--- src/sv/schal_ram.sv ---
// Generic single-write, single-read RAM with registered read data.
`default_nettype none
module schal_ram #(
   parameter int unsigned WIDTH = 8,
   parameter int unsigned DEPTH = 16
) (
   input  wire logic                     clock,
   input  wire logic                     we,
   input  wire logic [$clog2(DEPTH)-1:0] waddr,
   input  wire logic [WIDTH-1:0]         wdata,
   input  wire logic [$clog2(DEPTH)-1:0] raddr,
   output logic [WIDTH-1:0]              rdata
);
   logic [WIDTH-1:0] mem [DEPTH];
   always_ff @(posedge clock) begin
      if (we) mem[waddr] <= wdata;
      rdata <= mem[raddr];
   end
endmodule
`default_nettype wire

--- config.mk ---
export PLATFORM = sky130hd
export DESIGN_NAME = schal_ram
export DESIGN_NICKNAME = d
export VERILOG_FILES = /design/src/sv/schal_ram.sv
export SDC_FILE = /design/constraint.sdc
export NUM_CORES = 1
export LEC_CHECK = 0
export BUFFER_PORTS_ARGS = -buffer_cell sky130_fd_sc_hd__buf_2
export CAP_MARGIN = 25
export CORE_ASPECT_RATIO = 0.7
export CORE_MARGIN = 3
export CORE_UTILIZATION = 60
export CTS_BUF_LIST = sky130_fd_sc_hd__clkbuf_4
export CTS_CLUSTER_DIAMETER = 50
export DETAILED_ROUTE_END_ITERATION = 10
export PLACE_DENSITY = 0.78
export SLEW_MARGIN = 20
export SYNTH_ARGS = -nofsm -noshare
export SYNTH_HDL_FRONTEND = slang
export SYNTH_SLANG_ARGS = --single-unit
export TNS_END_PERCENT = 100
--- constraint.sdc ---
create_clock -name clock -period 3.15 [get_ports clock]
set_input_delay 0 -clock clock [delete_from_list [all_inputs] [get_ports clock]]
set_output_delay 0 -clock clock [all_outputs]
set_load 0.03 [all_outputs]
-- Yosys cells after proc, flatten, opt, wreduce, memory -nomap -nowiden
Memory sizes are Yosys's and may differ from the RTL's. A register that Yosys moved wholly into a read port is not among the register bits.
Index checks and enable logic that the tools add are counted.
- flip-flop bits (word level): 0
- bits in latches: 0
- memory bits (writable): 128
- ROM bits: 0
- memories: 1
- memory list (memory ; words ; width ; read ports ; clocked after Yosys merged registers in ; wr ports ; RTL line ; text):
    mem ; 16 ; 8 ; 1 ; 1 ; 1 ; 14 ; logic [WIDTH-1:0] mem [DEPTH];
- add/subtract/negate cells: 0
- $mul: 0
- divide/modulo/power cells: 0
- magnitude comparators: 0
- equality and inequality tests: 0
- shifts and indexed selects: 0
- multiplexer cells: 2
- bitwise operators: 0
- reduce and logical (&&, ||, !) cells: 0
- operator list (cell ; number):
    two-way mux 1 bit ; 2

-- Longest topological paths before layout
Gate-level depths: netlist of the first run.
- depth in word-level cells: 2
- mapped depth: 5

-- Least setup slack after synthesis of the first run
OpenSTA, ideal clock, no wires.
- kind: input -> register
- start: input port waddr[2]
- end: memory mem[0][0] (enable)
- library setup time: 383 ps
- arrival time: 1110 ps
- setup slack: 1657 ps
- stages on the path: 2
- path buffers: 0
- path through: or3b_2 nor3_1
- RTL lines (item ; RTL line ; text):
    start, declared ; 9 ; input wire logic [$clog2(DEPTH)-1:0] waddr,
    end, declared ; 14 ;
Straight into the memory's write port.

-- Final worst setup path of the first run
- start: input port waddr[1]
- end: memory mem[13][1] (enable)
Straight into the memory's write port.

==> metrics.csv, run 1 <==
stage,metric,value,unit
synth,"EDFF count, synth",128,
worst_setup_path,slowest cell on the critical path,nor2_1,
sta,worst clock skew,0.0247,ns
floorplan,Std-Cell Rows,27,
finish,Multi-input gate area,1060,sq um
floorplan,Initial Utilization,63.5,%
pwr,VDD IR max,0.391,mV
worst_setup_path,Startpoint Class,input port,
global_routing,grt total ovfl,0,
clocking,CTS H-tree lvls,4,
finish,Area Growth Syn to Fin,11.3,%
floorplan,Die H,83.5,um
pwr,PD cells,576,nW/um^2
finish,fin nets,298,
clocking,Clock Latency Late Sink,0.52,ns
synth,Yosys warnings,0,
route,DR vias,2424,
worst_setup_path,Crit Path Category,in -> reg,
synth,Yosys top cell area share,74.7,%
worst_setup_path,"Max FO, Critical Path",8,
clocking,CTS buffer count,17,
sta,Slew headroom,37.5,%
sta,RSZ-0062 raised after global routing,no,
sta,final setup TNS,0,ns
synth,most common cell in the netlist,edfxtp_1,
synth,async set-reset flop share out of synthesis,0,%
sta,period utilization,46.2,%
worst_setup_path,Worst EP arrival,1.59,ns
placed_design,post-DP HPWL,5640,um
synth,Synth area leaders,"edfxtp_1 75%, mux4_2 7.9%, mux4_1 7.1%",
synth,Post-synth top cells,"128 x edfxtp_1, 18 x mux4_2, 16 x a22oi_1",
global_routing,initial antenna violation count,0,
synth,"flops & latches, synth",136,
sta,endpoints failing setup,0,
sta,slew of the pin with the lowest slew margin,0.934,ns
placed_design,setup slack at placement,1.27,ns
finish,FF/Latch Area,4000,sq um
worst_setup_path,worst path buffer plus inverter count,2,
synth,post-synthesis cell count,229,
global_routing,vias in the first global route,2503,
floorplan,die area,9740,sq um
finish,fraction of final layout cells with drive strength greater than 1,27.0,%
synth,Post-Syn Area,5150,sq um
clocking,clock sink count,136,
clocking,Resize count post-CTS,0,
synth,Main synth FF type,edfxtp_1,
global_routing,all-layer global routing usage,20.5,%
floorplan,die width,117,um
route,ANT nets after route,0,
global_routing,first-pass GRT wire length,14100,um
clocking,Post-CTS Setup Repair Bufs,0,
clocking,CTS tree,built,
placed_design,gpl congestion,0.759,
global_routing,largest net degree at the start of global routing,33,
floorplan,placeable core region,8110,sq um
placed_design,Buffers on Ports,25,
clocking,# hold bufs at CTS,11,
route,DRC,0,
pwr,leakage,1.92,nW
worst_setup_path,crit path cell chain,"dlygate4sd3_1, buf_2, nand2b_1, nor2_1",
route,initial DRC count,214,
sta,max-slew violation count,0,
synth,distinct cell type count after synthesis,19,
worst_setup_path,"delay-heaviest family, CP",simple AND/OR/NAND/NOR gates,
synth,Mean Syn Cell Area,22.5,sq um
clocking,clock buffer depth,2,
worst_setup_path,Worst EP required,3.28,ns
flow_run,Max-Cap Viols,0,
sta,Final Hold Vio Count,0,
synth,largest area contributor in the netlist,edfxtp_1,
route,drt total wl,8980,um
sta,setup ws final,1.69,ns
floorplan,IO Count,26,
sta,fmax,687,MHz
finish,# fillers,508,
clocking,Worst-path clk slew,0.10,ns
finish,ant diodes,0,
route,WL/cell,22.8,um
sta,"Min Clock Period, post-route",1.46,ns
run_status,status,finished clean,
worst_setup_path,Crit path largest cell delay,0.69,ns
route,via/cell ratio,6.15,
synth,syn_nets,247,
clocking,CTS Root Cell,clkbuf_4,
worst_setup_path,Worst Setup End Kind,register,
hold_path,HP Class,in -> reg,
route,Initial DRT Pass Iterations,4,
synth,sequential fraction of the synthesis area,77.8,%
[layout make-up]
cell class                      count  share of cell area, %
Sequential cell                   136                   69.9
Multi-Input combinational cell     83                   18.5
Timing Repair Buffer               42                   4.89
Clock buffer                       20                   2.62
Tap cell                          101                   2.21
Clock inverter                     12                   1.94
[cell families (layout without fill, tap and decap cells)]
| family | Yosys count | in the layout | share of synthesized area (%) |
|---|---|---|---|
| multiplexers | 32 | 32 | 15.0 |
| flip-flops | 136 | 136 | 77.8 |
| buffers and inverters | 10 | 74 | 1.68 |
| AO/OA/AOI/OAI | 16 | 16 | 2.33 |
| AND/OR/NAND/NOR | 35 | 35 | 3.18 |
[cells in the final DEF, fill, tap and decap left out, types with 2 or more instances in the layout]
| cell | instances |
|---|---|
| buf_2 | 25 |
| nor3_1 | 4 |
| dfxtp_1 | 8 |
| edfxtp_1 | 128 |
| nand2b_1 | 2 |
| clkbuf_4 | 20 |
| nor2_1 | 13 |
| a22oi_1 | 16 |
| mux4_2 | 18 |
| bufinv_16 | 2 |
| nand3b_1 | 2 |
| nand2_1 | 9 |
| clkinvlp_4 | 2 |
| mux4_1 | 14 |
| clkinv_2 | 5 |
| clkinv_1 | 3 |
| dlygate4sd3_1 | 11 |
| buf_4 | 6 |
[final timing paths]
check / from / endpoint / slack, ns / cells past startpoint
hold reg to reg: mem[14][1]$_DFFE_PP_ / rdata[1]$_DFF_P_ / 0.67 / 3
setup reg to reg: mem[11][0]$_DFFE_PP_ / rdata[0]$_DFF_P_ / 1.81 / 3
setup / recovery: waddr[1] / mem[13][1]$_DFFE_PP_ / 1.69 / 4
hold / removal: raddr[2] / rdata[1]$_DFF_P_ / 0.06 / 4
[flip-flops by register name (all words and copies together) (netlist names)]
signal	flops
mem	128
rdata	8
[per-layer routing]
metal	vias up	share of wire (%)	track usage, %
met4	0	1.1	8.13
met5	-	0	0
li1	1076	-	-
met3	9	5.6	6.45
met2	83	46	27.8
met1	1256	47	31.5
[metrics by stage]
stage | hold WS [ns] | cells | cell area, sq um | util, % | power [mW]
2_1_floorplan | 0.0989 | 229 | 5150 | - | 2.20
3_3_place_gp | 0.387 | 351 | 5360 | 66.1 | 2.26
3_5_place_dp | 0.398 | 351 | 5360 | 66.1 | 2.27
4_1_cts | 0.000792 | 394 | 5730 | 70.7 | 3.32
5_1_grt | 0.0289 | 394 | 5730 | 70.7 | 3.43
6_report | 0.0612 | 394 | 5730 | 70.7 | 3.30
[worst register-to-register path, delay by kind of cell (launching register included)]
| kind | cells | cell delay (ns) |
|---|---|---|
| simple gates | 1 | 0.10 |
| mux | 1 | 0.48 |
| compound gates | 1 | 0.26 |
| flops | 1 | 0.38 |
[power by group]
| group | leakage (nW) | internal [mW] | switching [mW] | total [mW] |
|---|---|---|---|---|
| Sequential | 1.22 | 2.02 | 0.0111 | 2.03 |
| Clock | 0.145 | 0.482 | 0.585 | 1.07 |
| Combinational | 0.550 | 0.0830 | 0.121 | 0.204 |
| Total | 1.92 | 2.58 | 0.717 | 3.30 |
Power figures use the tool's default switching activity.
==> run 2, diff against run 1 <==
==> constraint.sdc (replaced) <==
create_clock -name clock -period 1.4 [get_ports clock]
set_input_delay 0 -clock clock [delete_from_list [all_inputs] [get_ports clock]]
set_output_delay 0 -clock clock [all_outputs]
set_load 0.03 [all_outputs]
==> metrics.csv, run 2 (same netlist as run 1, synthesis figures left out) <==
stage,metric,value,unit,change
run_status,status,finished clean,,
pwr,PD cells,1260,nW/um^2,+120%
clocking,CTS buffer count,17,,unchanged
route,initial DRC count,171,,-20%
clocking,clock buffer depth,2,,unchanged
worst_setup_path,flop2flop setup slack,0.07,ns,-1.74 ns
worst_setup_path,"Max FO, Critical Path",8,,unchanged
route,WL/cell,22.5,um,-1.3%
sta,"Min Clock Period, post-route",1.35,ns,
clocking,Worst-path clk slew,0.10,ns,about the same
clocking,CTS H-tree lvls,4,,unchanged
clocking,clock sink count,136,,unchanged
sta,Final Hold Vio Count,0,,unchanged
finish,ant diodes,0,,unchanged
sta,worst clock skew,0.0138,ns,-0.0108 ns
finish,Multi-input gate area,1070,sq um,+1.4%
worst_setup_path,worst path buffer plus inverter count,4,,+2
clocking,Clock Latency Late Sink,0.53,ns,about the same
sta,period utilization,96.5,%,
floorplan,die area,9740,sq um,unchanged
route,Initial DRT Pass Iterations,4,,unchanged
finish,max reg flops,128,,unchanged
finish,fin nets,311,,+4.4%
flow_run,Max-Cap Viols,0,,unchanged
placed_design,Area after DPL,5520,sq um,+3.0%
worst_setup_path,Startpoint Class,input port,,
worst_setup_path,crit path cell chain,"dlygate4sd3_1, buf_2, nor3_2, dlygate4sd3_1, buf_4",,
global_routing,vias in the first global route,2579,,+3.0%
route,via/cell ratio,6.00,,-2.4%
finish,design area,5890,sq um,+2.8%
sta,Slew headroom,41.1,%,+3.6 points
clocking,CTS Root Cell,clkbuf_4,,
finish,Area Growth Syn to Fin,14.4,%,
floorplan,IO Count,26,,unchanged
global_routing,all-layer global routing usage,21.0,%,+0.47 points
floorplan,Initial Utilization,63.5,%,unchanged
placed_design,placed insts,365,,+4.0%
hold_path,HP Class,in -> reg,,
pwr,NetSw,1.59,mW,+120%
sta,endpoints failing setup,0,,unchanged
pwr,leakage,2.00,nW,+4.5%
finish,# fillers,479,,-5.7%
pwr,switching share of power,21.4,%,-0.35 points
pwr,VDD IR max,0.885,mV,+130%
sta,RSZ-0062 raised after global routing,no,,
floorplan,Std-Cell Rows,27,,unchanged
sta,max-slew violation count,0,,unchanged
placed_design,Buffers on Ports,25,,unchanged
finish,most frequent cells in the layout,"128 x edfxtp_1, 25 x buf_2, 20 x clkbuf_4",,
finish,FF/Latch Area,4000,sq um,unchanged
finish,"Core Util, Final",72.6,%,+1.9 points
worst_setup_path,Worst EP required,1.64,ns,-1.64 ns
finish,"Most flops, register",mem,,
global_routing,largest net degree at the start of global routing,33,,unchanged
global_routing,initial antenna violation count,0,,unchanged
pwr,Int Pwr,5.83,mW,+130%
worst_setup_path,slowest cell on the critical path,dlygate4sd3_1,,
route,DRC,0,,unchanged
pwr,Flop pwr share,61.7,%,+0.2 points
clocking,CTS tree,built,,
finish,fin cells,407,,+3.3%
placed_design,post-DP HPWL,6030,um,+6.9%
floorplan,placeable core region,8110,sq um,unchanged
sta,hold slack,0.0468,ns,-0.0144 ns
route,ANT nets after route,0,,unchanged
sta,fmax,740,MHz,
finish,"most common cell after layout, fill and taps aside",edfxtp_1,,
sta,slew of the pin with the lowest slew margin,0.881,ns,-0.0521 ns
global_routing,first-pass GRT wire length,14300,um,+1.4%
pwr,Combinational Power Share,6.6,%,+0.4 points
worst_setup_path,"delay-heaviest family, CP",buffers and inverters,,
worst_setup_path,CP dominant cell by count,dlygate4sd3_1,,
pwr,Clock Power Share,31.7,%,-0.6 points
floorplan,die width,117,um,unchanged
placed_design,gpl congestion,0.756,,-0.46%
floorplan,Die H,83.5,um,unchanged
worst_setup_path,Crit path largest cell delay,0.55,ns,-0.14 ns
finish,Top Registers,"mem: 128 flops, rdata: 8 flops",,
route,DR vias,2443,,+0.78%
global_routing,grt total ovfl,0,,unchanged
route,drt total wl,9160,um,+2.0%
worst_setup_path,Worst EP arrival,1.59,ns,about the same
worst_setup_path,Crit Path Category,in -> reg,,
finish,fraction of final layout cells with drive strength greater than 1,30.7,%,+3.8 points
worst_setup_path,Worst Setup End Kind,register,,
run 2: cell count changes in the layout (fill, tap and decap cells not counted), sizes merged:
cell	before	now
buf	31	45
dlygate4sd3	11	10
run 2: timing repair:
| item | 4_1_cts | 5_1_grt |
|---|---|---|
| hold buffers | 10 | 0 |
| setup buffers | 0 | 0 |
| endpoints found under the hold margin | 135 | 0 |
| endpoints found under the setup margin | 0 | 2 |
| resized for setup | 0 | 2 |
run 2: final timing paths:
| path | from | endpoint | cells after the start |
|---|---|---|---|
| max | waddr[1] | mem[0][0]$_DFFE_PP_ | 5 |
| min | waddr[0] | mem[8][6]$_DFFE_PP_ | 3 |
| max reg2reg | mem[1][1]$_DFFE_PP_ | rdata[1]$_DFF_P_ | 3 |
| min reg2reg | mem[7][0]$_DFFE_PP_ | rdata[0]$_DFF_P_ | 3 |
run 2: power groups by stage:
stage / Clock (mW) / Sequential (mW) / Combinational, mW
finish: 2.35 / 4.57 / 0.491
global route: 2.61 / 4.58 / 0.530
CTS: 2.40 / 4.58 / 0.494
detailed placement: 0 / 4.67 / 0.474
global placement: 0 / 4.66 / 0.461
floorplan: 0 / 4.71 / 0.231
run 2: worst register-to-register path: stages, from the launching register on:
cell      delay, ns
edfxtp_1       0.38
mux4_1         0.51
a22oi_1        0.24
nand2_1        0.08
run 2: metal layers:
metal  wire (um)  track usage (%)  share of wire (%)  vias up
li1            -                -                  -     1105
met1        4060             30.2                 44     1253
met2        4490             30.6                 49       76
met3         518             6.52                5.7        9
met4          95             8.13                1.0        0
met5           0                0                  0        -
run 2: area by class of cell:
type	instances	area share [%]
Clock buffer	20	2.55
Clock inverter	12	1.85
Multi-Input combinational cell	83	18.2
Sequential cell	136	68.0
Tap cell	101	2.15
Timing Repair Buffer	55	7.23
run 2: metrics by stage:
step	total power [mW]	TNS [ns]	setup slack (ns)
2_1_floorplan	4.94	0	0.134
5_1_grt	7.72	0	0.0265
4_1_cts	7.47	0	0.0502
3_3_place_gp	5.12	0	0.0166
3_5_place_dp	5.14	-0.0123	-0.0123
6_report	7.42	0	0.0493
